**src/rtl/lgs_pkg.sv**
```systemverilog
// Shared types and constants for the life automaton grid step block.
`default_nettype none

package lgs_pkg;

    typedef enum logic [1:0] {
        CMD_WRITE = 2'd0,
        CMD_STEP  = 2'd1,
        CMD_READ  = 2'd2,
        CMD_NONE  = 2'd3
    } t_cmd;

    localparam int CFG_IDX_W  = 1;
    localparam int CFG_DATA_W = 7;

    localparam logic [CFG_IDX_W-1:0] CFG_ROWS_IN_USE = 1'd0;
    localparam logic [CFG_IDX_W-1:0] CFG_COLS_IN_USE = 1'd1;

    localparam logic [CFG_DATA_W-1:0] CFG_SIZE_RESET = 7'd64;

    localparam int COORD_W = 6;

    localparam logic [3:0] BIRTH_COUNT   = 4'd3;
    localparam logic [3:0] SURVIVE_COUNT = 4'd2;

endpackage

`default_nettype wire

```
**src/rtl/lgs_row_unit.sv**
```systemverilog
// Shared row unit that computes the next generation of one grid row.
`default_nettype none

module lgs_row_unit
    import lgs_pkg::*;
#(
    parameter int COLS = 64
) (
    input  wire logic [COLS-1:0] i_above,
    input  wire logic [COLS-1:0] i_cur,
    input  wire logic [COLS-1:0] i_below,
    input  wire logic [COLS-1:0] i_mask,
    output      logic [COLS-1:0] o_next,
    output      logic            o_any
);
    logic [COLS-1:0] a;
    logic [COLS-1:0] m;
    logic [COLS-1:0] b;
    logic [COLS-1:0] life;

    assign a = i_above & i_mask;
    assign m = i_cur & i_mask;
    assign b = i_below & i_mask;

    always_comb begin
        logic [COLS-1:0] al, ar, ml, mr, bl, br;
        logic [3:0]      n;
        al = a << 1;
        ar = a >> 1;
        ml = m << 1;
        mr = m >> 1;
        bl = b << 1;
        br = b >> 1;
        for (int c = 0; c < COLS; c++) begin
            n = 4'(a[c]) + 4'(b[c]) + 4'(al[c]) + 4'(ar[c])
              + 4'(ml[c]) + 4'(mr[c]) + 4'(bl[c]) + 4'(br[c]);
            life[c] = (n == BIRTH_COUNT) || (m[c] && (n == SURVIVE_COUNT));
        end
        life = life & i_mask;
    end

    assign o_next = (i_cur & ~i_mask) | life;
    assign o_any  = |life;
endmodule

`default_nettype wire
```
**config.mk**
```make
export PLATFORM = sky130hd
export DESIGN_NAME = lgs_row_unit
export DESIGN_NICKNAME = d
export VERILOG_FILES = /design/src/rtl/lgs_pkg.sv /design/src/rtl/lgs_row_unit.sv
export SDC_FILE = /design/constraint.sdc
export NUM_CORES = 1
export LEC_CHECK = 0
export BUFFER_PORTS_ARGS = -buffer_cell sky130_fd_sc_hd__buf_2
export CAP_MARGIN = 25
export CORE_MARGIN = 8
export CORE_UTILIZATION = 35
export DETAILED_ROUTE_END_ITERATION = 6
export GPL_TIMING_DRIVEN = 1
export PLACE_DENSITY = 0.63
export SYNTH_ARGS = -nofsm -noshare
export SYNTH_HDL_FRONTEND = slang
export SYNTH_SLANG_ARGS = --single-unit
```
**constraint.sdc**
```tcl
create_clock -name vclk -period 8.5
set_input_delay 0.85 -clock vclk [all_inputs]
set_output_delay 0.85 -clock vclk [all_outputs]
set_load 0.01 [all_outputs]
```
Yosys cells after proc, flatten, opt, wreduce, memory -nomap -nowiden
Cells that the tools add are included.

word-level totals
  bits in registers = 0
  bits of input ports = 256
  logic and storage cells = 706

operators by class
  $add $sub $neg = 442
  equal/unequal tests = 128
  bitwise operators = 7
  reduce and logical (&&, ||, !) cells = 129

operator list
  cell                number
  $add 4x1->4         250
  $eq 4x2->1 const B  128
  $and 64x64->64      5
  $add 3x1->4         64
  $add 2x1->3         64
  $add 1x1->2         64
  $logic_and 1x1->1   64
  $logic_or 1x1->1    64
  $not 64->64         1
  $or 64x64->64       1
  $reduce_or 64->1    1

Depth between registers and ports, before layout
Gate-level depths: netlist (run 1).

  depth after elaboration = 13
  mapped depth = 15
  mapped depth without buffers = 15

Least setup slack after synthesis (run 1)
Ideal clock, no wire load.

  path type = input -> output
  start point = input i_mask[52]
  end point = output o_any
  arrival = 4561 ps
  path slack = 3089 ps
  stages on the path = 14
  buffers on the path = 0
  cells stage by stage = and2_1 > fa_1 > inv_1 > fa_1 > inv_1 > fa_1 > ha_1 > fa_1 > and3b_1 > o211ai_2 > nand4_1 > a2111oi_2 > nand4_1 > or4_1

between the ends
  word-level cells in the longest chain between the ends = 13
  elaborated cells between the ends (all ways) = 35
  those cells by class = 18 x add/sub; 6 x eq/ne; 4 x bitwise; 7 x reduce/logical

RTL lines
  item                                      line                                    RTL
  start: declaration                        lgs_row_unit.sv:12                      input wire logic [COLS-1:0] i_mask,
  $and 64x64->64, on equally long branches  lgs_row_unit.sv:21, lgs_row_unit.sv:23
  $add 1x1->2                               lgs_row_unit.sv:35                      n = 4'(a[c]) + 4'(b[c]) + 4'(al[c]) + 4'(ar[c])
  $add 2x1->3                               lgs_row_unit.sv:35
  $add 3x1->4                               lgs_row_unit.sv:35
  $add 4x1->4 (4 in series)                 lgs_row_unit.sv:36                      + 4'(ml[c]) + 4'(mr[c]) + 4'(bl[c]) + 4'(br[c]);
  $eq 4x2->1                                lgs_row_unit.sv:37                      life[c] = (n == BIRTH_COUNT) || (m[c] && (n == SURVIVE_COUNT));
  $logic_and 1x1->1                         lgs_row_unit.sv:37
  $logic_or 1x1->1                          lgs_row_unit.sv:37
  $and 64x64->64 *                          lgs_row_unit.sv:39                      life = life & i_mask;
  $reduce_or 64->1 *                        lgs_row_unit.sv:43                      assign o_any = |life;
  end: declaration                          lgs_row_unit.sv:14                      output logic o_any

Every way passes the cells marked *; elsewhere a longest branch is shown, timed or not.

Worst setup path in the final report (run 1)
  start point = input i_mask[48]
  end point = output o_any

The elaborated chain is that of the path after synthesis.

==> Flow_metrics.wiki, run 1 <==
{| class="wikitable"
! Metric !! Value
|-
| Outcome || complete, no violations
|-
| Least setup slack across all paths after layout || 2.04 ns
|-
| Type of element launching the critical path || input pin
|-
| Gate Count Post-Synth || 1406
|-
| Setup total negative slack || 0 ns
|-
| Non-filler instance count after layout || 2193
|-
| Fraction of final layout cells with drive strength greater than 1 || 0.202
|-
| Tcrit/Tclk final || 0.760
|-
| Number of sequential storage elements || 0
|-
| Final hold viol count || 0
|-
| Power Total || 1.33 mW
|-
| Initial Util || 0.353
|-
| Syn nets || 2102
|-
| Dominant combinational cell family by area after synthesis || adder cells
|-
| Wire length of the first global-routing pass || 56.0 mm
|-
| PwrDens || 90.1 mW/mm^2
|-
| Netlist Area Pre-Place || 0.0125 mm^2
|-
| Critical path capture point type || output port
|-
| Worst min-delay path endpoint || o_next[27]
|-
| HP Start || i_cur[27]
|-
| Placed cell areas || 0.0147 mm^2
|-
| Total global-route track usage || 0.159
|-
| Layout overhead on the synthesized area || 17.6%
|-
| Cell leakage power || 8.88 nW
|-
| Post-CTS Hold Buffers || 0
|-
| Core Area || 0.0354 mm^2
|-
| Sequential fraction of design power || 0
|-
| Post-CTS Setup Bufs || 0
|-
| Final critical delay including setup and external delays || 6.46 ns
|-
| Setup repair after global routing missed its margin || no
|-
| Post-detailed-route wirelength per cell || 15.3 um
|-
| Antenna viol nets, final || 0
|-
| Placement row count || 69
|-
| Start-to-end type of the worst setup path || input pin to output port
|-
| Post-Route WL || 33.7 mm
|-
| Fin area || 0.0147 mm^2
|-
| Adder-cell area share of the yosys netlist || 0.591
|-
| Fraction of power consumed by the clock network || 0
|-
| Area used by sequential logic in the layout || 0 um^2
|-
| Xor/xnor share of the synthesized area || 0
|-
| Path class of the lowest-slack min-delay path || input pin to output port
|-
| Net Switching || 743 uW
|-
| Area fraction in compound gates after synthesis || 0.157
|-
| Worst Tran Pin Value || 0.654 ns
|-
| Required time worst endpoint || 7.65 ns
|-
| Number of global-route vias before repair || 11642
|-
| Cell chain of the critical path || buf_2, and2_1, fa_1, inv_1, fa_1, inv_1, fa_1, ha_1, fa_1, and3b_1, o211ai_1, nand4_1, a2111oi_2, nand4_1, or4_1, buf_2
|-
| Basic-gate share of the synthesized area counting and, or, nand and nor cells || 0.134
|-
| Number of nets in the layout || 2427
|-
| Data arrival time at the worst-slack endpoint || 5.61 ns
|-
| Number of vias per cell || 4.79
|-
| Inst Count DP || 2190
|-
| Worst relative slew slack || 0.561
|-
| Syn. warnings || 0
|-
| CP max stage delay || 0.59 ns
|-
| Maximum operating frequency || 0.155 GHz
|-
| Cell repeated most along the worst path || sky130_fd_sc_hd__fa_1
|-
| Final RePlAce weighted congestion || 0.875
|-
| Combinational share of power || 1.000
|-
| Max-capacitance violation count || 0
|-
| Worst slack, placed || 1.89 ns
|-
| Residual DRC || 0
|-
| Setup-violating endpoint count in the final report || 0
|-
| Die Footprint || 0.0420 mm^2
|-
| Internal power component || 582 uW
|-
| Number of distinct library cells after synthesis || 30
|-
| Fraction of synthesized area in multiplexers || 0
|-
| Number of buffer cells added on primary ports || 321
|-
| Leftover overflow at the end of global routing || 0
|-
| # IOs || 321
|-
| Sum of net half-perimeters after detailed placement || 32.3 mm
|-
| # clk buffers || 0
|-
| Worst hold path depth || 3
|-
| Crit path max-delay cell type || sky130_fd_sc_hd__or4_1
|-
| Pre-antenna DRT Iters || 4
|-
| Pin count of the biggest net entering global routing || 6
|-
| Mean instance size in the synthesized netlist || 8.89 um^2
|-
| Starting DRC count in detailed routing || 312
|-
| Crit-path max FO || 5
|-
| Initial antenna violation count || 6
|-
| VDD IR max || 0.0000472 V
|-
| Portion of the post-synthesis area used by sequential elements || 0
|-
| Number of instances resized during post-cts repair || 0
|-
| Die outline width || 205 um
|-
| Max-slew violation count || 0
|-
| Sw frac || 0.561
|-
| Die height || 205 um
|-
| Via count || 10514
|}
==> synthesized netlist by cell type, types with 2 or more instances <==
cell / number / share of area
sky130_fd_sc_hd__inv_1: 391 / 0.12
sky130_fd_sc_hd__fa_1: 252 / 0.40
sky130_fd_sc_hd__ha_1: 188 / 0.19
sky130_fd_sc_hd__and2_1: 128 / 0.064
sky130_fd_sc_hd__nand2_1: 71 / 0.021
sky130_fd_sc_hd__o211ai_1: 58 / 0.035
sky130_fd_sc_hd__o21ai_0: 55 / 0.022
sky130_fd_sc_hd__a21oi_1: 53 / 0.021
sky130_fd_sc_hd__o211a_1: 37 / 0.030
sky130_fd_sc_hd__nand3_1: 28 / 0.011
sky130_fd_sc_hd__nor2_1: 27 / 0.0081
sky130_fd_sc_hd__and3b_1: 23 / 0.016
sky130_fd_sc_hd__a21o_1: 15 / 0.0090
sky130_fd_sc_hd__a22o_1: 15 / 0.011
sky130_fd_sc_hd__o211ai_2: 12 / 0.012
sky130_fd_sc_hd__or2_2: 12 / 0.0060
sky130_fd_sc_hd__a211oi_1: 10 / 0.0060
sky130_fd_sc_hd__nand4_1: 7 / 0.0035
sky130_fd_sc_hd__a2111oi_0: 4 / 0.0028
sky130_fd_sc_hd__a22oi_1: 4 / 0.0024
sky130_fd_sc_hd__o21ai_1: 4 / 0.0016
sky130_fd_sc_hd__a2111oi_2: 2 / 0.0024
sky130_fd_sc_hd__and4_1: 2 / 0.0014
sky130_fd_sc_hd__nor3_1: 2 / 0.00080
==> per-stage QoR <==
stage | hold WS [ns] | util
after detailed placement | 2.02 | 0.415
after floorplan | 1.80 | -
after global placement | 2.01 | 0.415
final | 2.02 | 0.416
after CTS | 2.02 | 0.415
after global routing | 2.05 | 0.416
==> cell type report <==
cell class	instances	area, um^2
fill	3634	20700
multi-input combinational	1015	11000
timing repair buffer	323	1620
inverter	391	1470
tap	461	577
antenna	3	7.51
==> cells in the final DEF (no fill, tap or decap), drive strengths merged, types with 2 or more instances in the layout <==
| cell type | count |
|---|---|
| diode | 3 |
| o21ai | 59 |
| a22oi | 4 |
| a22o | 15 |
| nand2 | 71 |
| and2 | 128 |
| a2111oi | 7 |
| nor3 | 2 |
| a21oi | 53 |
| nand3 | 28 |
| and4 | 2 |
| inv | 391 |
| fa | 252 |
| nand4 | 7 |
| and3b | 23 |
| a211oi | 10 |
| o211ai | 70 |
| nor2 | 27 |
| a21o | 15 |
| ha | 188 |
| or2 | 13 |
| o211a | 38 |
| buf | 323 |
==> cells by family (layout without fill, tap and decap cells) <==
kind of cell             after synthesis  count (layout)
other                                  0               3
buffers and inverters                391             714
AO/OA/AOI/OAI                        272             272
adder cells (fa/ha/maj)              440             440
AND/OR/NAND/NOR                      303             303
==> power groups by stage <==
stage	clock (mW)	combinational, mW	sequential [mW]
final	0.0000000473	1.33	0
after floorplan	0	0.902	0
after global routing	0.0000000472	1.55	0
after global placement	0	1.30	0
after detailed placement	0	1.34	0
after CTS	0	1.36	0
==> routing by layer <==
| metal | share of wire | global-route usage | wire length [um] |
|---|---|---|---|
| met1 | 0.44 | 0.209 | 14900 |
| met2 | 0.50 | 0.285 | 16800 |
| met3 | 0.045 | 0.0150 | 1510 |
| met4 | 0.013 | 0.0184 | 453 |
| met5 | 0.0011 | 0 | 36 |
==> critical path, delay by kind of cell <==
family                     cells  cell delay [ns]
and+or+nand+nor                5             1.48
AOI/OAI and AO/OA              2             0.78
buffers and inverters          4             0.39
adders and majority gates      5             2.10
==> worst max-delay path by stage <==
stage               endpoint  depth (start not counted)  startpoint  slack [ns]
detailed placement     o_any                         16  i_mask[48]        1.89
global route           o_any                         16  i_mask[48]        1.79
global placement       o_any                         16  i_mask[48]        1.95
CTS                    o_any                         16  i_mask[48]        1.89
finish                 o_any                         16  i_mask[48]        2.04
floorplan              o_any                         14  i_mask[52]        3.09
No activity file was read; power rests on OpenSTA's default activity.
==> run 2, diff against run 1 <==
--- a/config.mk
+++ b/config.mk
@@ -11,7 +11,7 @@
 export CORE_UTILIZATION = 35
 export DETAILED_ROUTE_END_ITERATION = 6
 export GPL_TIMING_DRIVEN = 1
-export PLACE_DENSITY = 0.63
+export PLACE_DENSITY = 0.65
 export SYNTH_ARGS = -nofsm -noshare
 export SYNTH_HDL_FRONTEND = slang
 export SYNTH_SLANG_ARGS = --single-unit
==> constraint.sdc (replaced) <==
create_clock -name vclk -period 5.6
set_input_delay 0.56 -clock vclk [all_inputs]
set_output_delay 0.56 -clock vclk [all_outputs]
set_load 0.01 [all_outputs]
==> run 2 against run 1 <==
Total power increased by 57%; design area up 2.7%; combinational power increased by 57%; critical endpoint unchanged.
==> Flow_metrics.wiki, run 2 (synthesis results as in run 1) <==
{| class="wikitable"
! Metric !! Value
|-
| Final critical delay including setup and external delays || 5.48 ns
|-
| Worst relative slew slack || 0.550 (was 0.561)
|-
| Setup repair after global routing missed its margin || yes (was no)
|-
| Max-capacitance violation count || 0 (unchanged)
|-
| Residual DRC || 0 (unchanged)
|-
| Total global-route track usage || 0.160 (was 0.159)
|-
| Number of buffer cells added on primary ports || 321 (unchanged)
|-
| Inst Count DP || 2229 (was 2190)
|-
| Fraction of final layout cells with drive strength greater than 1 || 0.237 (was 0.202)
|-
| Data arrival time at the worst-slack endpoint || 4.92 ns (was 5.61 ns)
|-
| Leading cell type in the layout, fill and taps excluded || sky130_fd_sc_hd__inv_1 (unchanged)
|-
| # clk buffers || 0 (unchanged)
|-
| Least setup slack across all paths after layout || 0.123 ns (was 2.04 ns)
|-
| Die height || 205 um (unchanged)
|-
| Worst Hold Margin || 1.43 ns (was 2.02 ns)
|-
| Pre-antenna DRT Iters || 4 (unchanged)
|-
| Via count || 10718 (was 10514)
|-
| Type of element launching the critical path || input pin (unchanged)
|-
| Critical path capture point type || output port (unchanged)
|-
| Wire length of the first global-routing pass || 56.6 mm (was 56.0 mm)
|-
| VDD IR max || 0.0000717 V (was 0.0000472 V)
|-
| Starting DRC count in detailed routing || 326 (was 312)
|-
| Leftover overflow at the end of global routing || 0 (unchanged)
|-
| Tcrit/Tclk final || 0.978
|-
| Final RePlAce weighted congestion || 0.897 (was 0.875)
|-
| Final hold viol count || 0 (unchanged)
|-
| Pin count of the biggest net entering global routing || 6 (unchanged)
|-
| Setup total negative slack || 0 ns (unchanged)
|-
| Worst Tran Pin Value || 0.670 ns (was 0.654 ns)
|-
| Path class of the lowest-slack min-delay path || input pin to output port (unchanged)
|-
| Sum of net half-perimeters after detailed placement || 32.4 mm (was 32.3 mm)
|-
| Number of sequential storage elements || 0 (unchanged)
|-
| Post-detailed-route wirelength per cell || 15.2 um (was 15.3 um)
|-
| Number of nets in the layout || 2471 (was 2427)
|-
| Start-to-end type of the worst setup path || input pin to output port (unchanged)
|-
| Max-slew violation count || 0 (unchanged)
|-
| # IOs || 321 (unchanged)
|-
| Fin area || 0.0151 mm^2 (was 0.0147 mm^2)
|-
| Core Area || 0.0354 mm^2 (unchanged)
|-
| Area used by sequential logic in the layout || 0 um^2 (unchanged)
|-
| Initial Util || 0.353 (unchanged)
|-
| Top library cells by usage in the layout, fill and taps aside || sky130_fd_sc_hd__inv_1, sky130_fd_sc_hd__buf_2, sky130_fd_sc_hd__fa_1, sky130_fd_sc_hd__ha_1, sky130_fd_sc_hd__and2_1 (unchanged)
|-
| Worst slack, placed || -0.199 ns (was 1.89 ns)
|-
| Ant diodes || 0 (was 3)
|-
| Placement row count || 69 (unchanged)
|-
| Fill cell instance count of the final layout || 3610 (was 3634)
|-
| Initial antenna violation count || 5 (was 6)
|-
| Maximum operating frequency || 0.183 GHz
|-
| Die outline width || 205 um (unchanged)
|-
| Footprint of the multi-input gates || 0.0111 mm^2 (was 0.0110 mm^2)
|-
| Non-filler instance count after layout || 2234 (was 2193)
|-
| Post-layout util || 0.427 (was 0.416)
|-
| Outcome || complete, no violations (unchanged)
|-
| PwrDens || 138 mW/mm^2 (was 90.1 mW/mm^2)
|-
| Power Total || 2.09 mW (was 1.33 mW)
|-
| Required time worst endpoint || 5.04 ns (was 7.65 ns)
|-
| Crit-path max FO || 5 (unchanged)
|-
| Placed cell areas || 0.0150 mm^2 (was 0.0147 mm^2)
|-
| Layout overhead on the synthesized area || 20.9% (was 17.6%)
|-
| Number of global-route vias before repair || 11852 (was 11642)
|-
| Die Footprint || 0.0420 mm^2 (unchanged)
|-
| Cell leakage power || 9.09 nW (was 8.88 nW)
|-
| Antenna viol nets, final || 0 (unchanged)
|-
| Number of vias per cell || 4.80 (was 4.79)
|-
| Post-Route WL || 34.0 mm (was 33.7 mm)
|-
| Setup-violating endpoint count in the final report || 0 (unchanged)
|}
## run 2: changes by cell type in the layout (fill, tap and decap cells not counted), moves of 3 or more
cell,before,now
sky130_fd_sc_hd__a2111oi_0,4,0
sky130_fd_sc_hd__and2_4,0,4
sky130_fd_sc_hd__ha_2,0,5
sky130_fd_sc_hd__fa_2,0,8
sky130_fd_sc_hd__and2_2,0,5
sky130_fd_sc_hd__diode_2,3,0
sky130_fd_sc_hd__and2_1,128,119
sky130_fd_sc_hd__a2111oi_2,2,5
sky130_fd_sc_hd__buf_4,2,46
sky130_fd_sc_hd__ha_1,188,183
sky130_fd_sc_hd__fa_1,252,244
## run 2: worst paths after layout
kind,start,end,slack (ns),depth (start not counted)
setup / recovery,i_mask[45],o_any,0.12,17
hold / removal,i_cur[15],o_next[15],1.43,3
## run 2: area by class of cell
class	instances	share of cell area
well taps	461	0.0382
inverters	391	0.0971
multi-input cells	1015	0.735
repair buffers	367	0.130
## run 2: report_power, final
part	leakage, nW	switching [mW]	internal [mW]
Combinational	9.09	1.15	0.942
Clock	0	0	0
Sequential	0	0	0
Total	9.09	1.15	0.942
## run 2: worst max-delay path: stages
cell	delay [ns]
sky130_fd_sc_hd__buf_2	0.13
sky130_fd_sc_hd__and2_1	0.22
sky130_fd_sc_hd__fa_1	0.55
sky130_fd_sc_hd__inv_1	0.05
sky130_fd_sc_hd__fa_1	0.49
sky130_fd_sc_hd__inv_1	0.05
sky130_fd_sc_hd__fa_1	0.43
sky130_fd_sc_hd__ha_1	0.23
sky130_fd_sc_hd__fa_2	0.36
sky130_fd_sc_hd__and3b_1	0.18
sky130_fd_sc_hd__o211ai_2	0.21
sky130_fd_sc_hd__nand4_1	0.13
sky130_fd_sc_hd__a2111oi_2	0.36
sky130_fd_sc_hd__buf_4	0.19
sky130_fd_sc_hd__nand4_1	0.08
sky130_fd_sc_hd__or4_4	0.54
sky130_fd_sc_hd__buf_6	0.15
## run 2: metal layers
metal  up-vias  share of wire  global-route usage
met4        10          0.013              0.0176
met3        30          0.048              0.0207
met1      5187           0.44               0.206
met5         -         0.0018                   0
li1       5282              -                   -
met2       209           0.50               0.289
## run 2: repair_timing
item	in CTS	in global routing
gates resized for setup	4	32
pin swaps	4	12
buffers inserted	2	3
hold buffers	0	0
endpoints found under the setup margin	1	1
==> run 3, diff against run 2 <==
--- a/config.mk
+++ b/config.mk
@@ -12,6 +12,7 @@
 export DETAILED_ROUTE_END_ITERATION = 6
 export GPL_TIMING_DRIVEN = 1
 export PLACE_DENSITY = 0.65
+export SETUP_SLACK_MARGIN = 0.4
 export SYNTH_ARGS = -nofsm -noshare
 export SYNTH_HDL_FRONTEND = slang
 export SYNTH_SLANG_ARGS = --single-unit
==> run 3 against run 2 <==
Critical path type unchanged; total power rose by 1.5%; design area rose by 0.67%; largest cell class unchanged; routed wire length rose by 0.52%; sequential share of layout area did not move; first-iteration DRC count rose by 3.4%; combinational power barely moved; global-route usage rose by 0.070 points; worst hold slack did not move.
==> Flow_metrics.wiki, run 3 (synthesis results as in run 1) <==
{| class="wikitable"
! Metric !! Value
|-
| Initial Util || 0.353 (unchanged)
|-
| Fin area || 0.0152 mm^2 (was 0.0151 mm^2)
|-
| Worst Hold Margin || 1.43 ns (unchanged)
|-
| Setup repair after global routing missed its margin || yes (unchanged)
|-
| Number of global-route vias before repair || 11921 (was 11852)
|-
| Worst slack, placed || -0.199 ns (unchanged)
|-
| Setup-violating endpoint count in the final report || 0 (unchanged)
|-
| Start-to-end type of the worst setup path || input pin to output port (unchanged)
|-
| Area used by sequential logic in the layout || 0 um^2 (unchanged)
|-
| Pin count of the biggest net entering global routing || 6 (unchanged)
|-
| Via count || 10725 (was 10718)
|-
| Number of sequential storage elements || 0 (unchanged)
|-
| Worst Tran Pin Value || 0.668 ns (was 0.670 ns)
|-
| Leading cell type in the layout, fill and taps excluded || sky130_fd_sc_hd__inv_1 (unchanged)
|-
| Maximum operating frequency || 0.184 GHz (was 0.183 GHz)
|-
| Number of nets in the layout || 2475 (was 2471)
|-
| Cell leakage power || 9.10 nW (was 9.09 nW)
|-
| Worst hold path depth || 3 (unchanged)
|-
| Die Footprint || 0.0420 mm^2 (unchanged)
|-
| Post-detailed-route wirelength per cell || 15.3 um (was 15.2 um)
|-
| HP Start || i_cur[15] (unchanged)
|-
| Number of buffer cells added on primary ports || 321 (unchanged)
|-
| Leftover overflow at the end of global routing || 0 (unchanged)
|-
| Setup total negative slack || 0 ns (unchanged)
|-
| PwrDens || 139 mW/mm^2 (was 138 mW/mm^2)
|-
| Max-slew violation count || 0 (unchanged)
|-
| Post-layout util || 0.430 (was 0.427)
|-
| Placement row count || 69 (unchanged)
|-
| Layout overhead on the synthesized area || 21.7% (was 20.9%)
|-
| Worst relative slew slack || 0.551 (was 0.550)
|-
| Initial antenna violation count || 5 (unchanged)
|-
| Non-filler instance count after layout || 2238 (was 2234)
|-
| Critical path capture point type || output port (unchanged)
|-
| Sequential fraction of design power || 0 (about the same)
|-
| Die height || 205 um (unchanged)
|-
| Least setup slack across all paths after layout || 0.179 ns (was 0.123 ns)
|-
| # IOs || 321 (unchanged)
|-
| Path class of the lowest-slack min-delay path || input pin to output port (unchanged)
|-
| Ant diodes || 0 (unchanged)
|-
| Fraction of final layout cells with drive strength greater than 1 || 0.254 (was 0.237)
|-
| Number of vias per cell || 4.79 (was 4.80)
|-
| Fill cell instance count of the final layout || 3594 (was 3610)
|-
| Inst Count DP || 2229 (unchanged)
|-
| Type of element launching the critical path || input pin (unchanged)
|-
| Antenna viol nets, final || 0 (unchanged)
|-
| Placed cell areas || 0.0150 mm^2 (unchanged)
|-
| Outcome || complete, no violations (unchanged)
|-
| Max-capacitance violation count || 0 (unchanged)
|-
| Sum of net half-perimeters after detailed placement || 32.4 mm (unchanged)
|-
| Tcrit/Tclk final || 0.968 (was 0.978)
|-
| Final RePlAce weighted congestion || 0.897 (unchanged)
|-
| Pre-antenna DRT Iters || 4 (unchanged)
|-
| Worst min-delay path endpoint || o_next[15] (unchanged)
|-
| Top library cells by usage in the layout, fill and taps aside || sky130_fd_sc_hd__inv_1, sky130_fd_sc_hd__buf_2, sky130_fd_sc_hd__fa_1, sky130_fd_sc_hd__ha_1, sky130_fd_sc_hd__and2_1 (unchanged)
|-
| # clk buffers || 0 (unchanged)
|-
| Starting DRC count in detailed routing || 337 (was 326)
|-
| Combinational share of power || 1.000 (about the same)
|-
| Power Total || 2.12 mW (was 2.09 mW)
|-
| Core Area || 0.0354 mm^2 (unchanged)
|-
| Crit-path max FO || 5 (unchanged)
|-
| Final critical delay including setup and external delays || 5.42 ns (was 5.48 ns)
|-
| Footprint of the multi-input gates || 0.0112 mm^2 (was 0.0111 mm^2)
|-
| Die outline width || 205 um (unchanged)
|-
| Sw frac || 0.547 (was 0.549)
|-
| Wire length of the first global-routing pass || 56.8 mm (was 56.6 mm)
|-
| Internal power component || 960 uW (was 942 uW)
|-
| Required time worst endpoint || 5.04 ns (about the same)
|-
| Final hold viol count || 0 (unchanged)
|-
| VDD IR max || 0.0000717 V (about the same)
|-
| Total global-route track usage || 0.160 (about the same)
|-
| Residual DRC || 0 (unchanged)
|-
| Fraction of power consumed by the clock network || 0 (about the same)
|-
| Post-Route WL || 34.1 mm (was 34.0 mm)
|-
| Data arrival time at the worst-slack endpoint || 4.86 ns (was 4.92 ns)
|-
| Net Switching || 1.16 mW (was 1.15 mW)
|}
[run 3: cell count changes in the layout (fill, tap and decap cells not counted), sizes merged]
| cell | before | now |
|---|---|---|
| buf | 367 | 371 |
[run 3: how the worst max path moves through the flow]
stage | to | slack (ns) | cells past startpoint | from
floorplan | o_any | 0.77 | 14 | i_mask[52]
global placement | o_any | -0.22 | 16 | i_mask[29]
detailed placement | o_any | -0.20 | 16 | i_mask[29]
CTS | o_any | 0.09 | 17 | i_mask[47]
global route | o_any | -0.01 | 17 | i_mask[46]
finish | o_any | 0.18 | 16 | i_mask[23]
[run 3: power by group through the flow]
stage	logic (mW)	clock network, mW	registers, mW
final	2.12	0	0
after global routing	2.46	0	0
after CTS	2.13	0	0
after detailed placement	2.08	0	0
after global placement	2.00	0	0
after floorplan	1.37	0	0
[run 3: what timing repair did]
item,4_1_cts,5_1_grt
pin swaps,16,20
resized for setup,34,31
setup buffers,5,4
hold buffers,0,0
setup endpoints to repair,1,1
[run 3: cell type report]
cell class | instances | share of cell area
inverters | 391 | 0.0965
multi-input cells | 1015 | 0.735
well taps | 461 | 0.0379
repair buffers | 371 | 0.131
[run 3: routing by layer]
layer  vias to the layer above  global-route usage  share of wire
met4                        10              0.0186          0.012
met1                      5188               0.206           0.44
met2                       210               0.290           0.50
li1                       5287                   -              -
met3                        30              0.0206          0.047
met5                         -                   0         0.0018
[run 3: critical path, stage by stage]
cell and delay [ns]:
sky130_fd_sc_hd__buf_2 0.12, sky130_fd_sc_hd__and2_1 0.23, sky130_fd_sc_hd__fa_1 0.55, sky130_fd_sc_hd__inv_1 0.05, sky130_fd_sc_hd__fa_1 0.49, sky130_fd_sc_hd__inv_1 0.05
sky130_fd_sc_hd__fa_1 0.45, sky130_fd_sc_hd__ha_1 0.24, sky130_fd_sc_hd__fa_1 0.38, sky130_fd_sc_hd__nand3_1 0.10, sky130_fd_sc_hd__o21ai_0 0.12, sky130_fd_sc_hd__a2111oi_1 0.55
sky130_fd_sc_hd__buf_4 0.21, sky130_fd_sc_hd__nand4_1 0.13, sky130_fd_sc_hd__or4_4 0.49, sky130_fd_sc_hd__buf_6 0.15
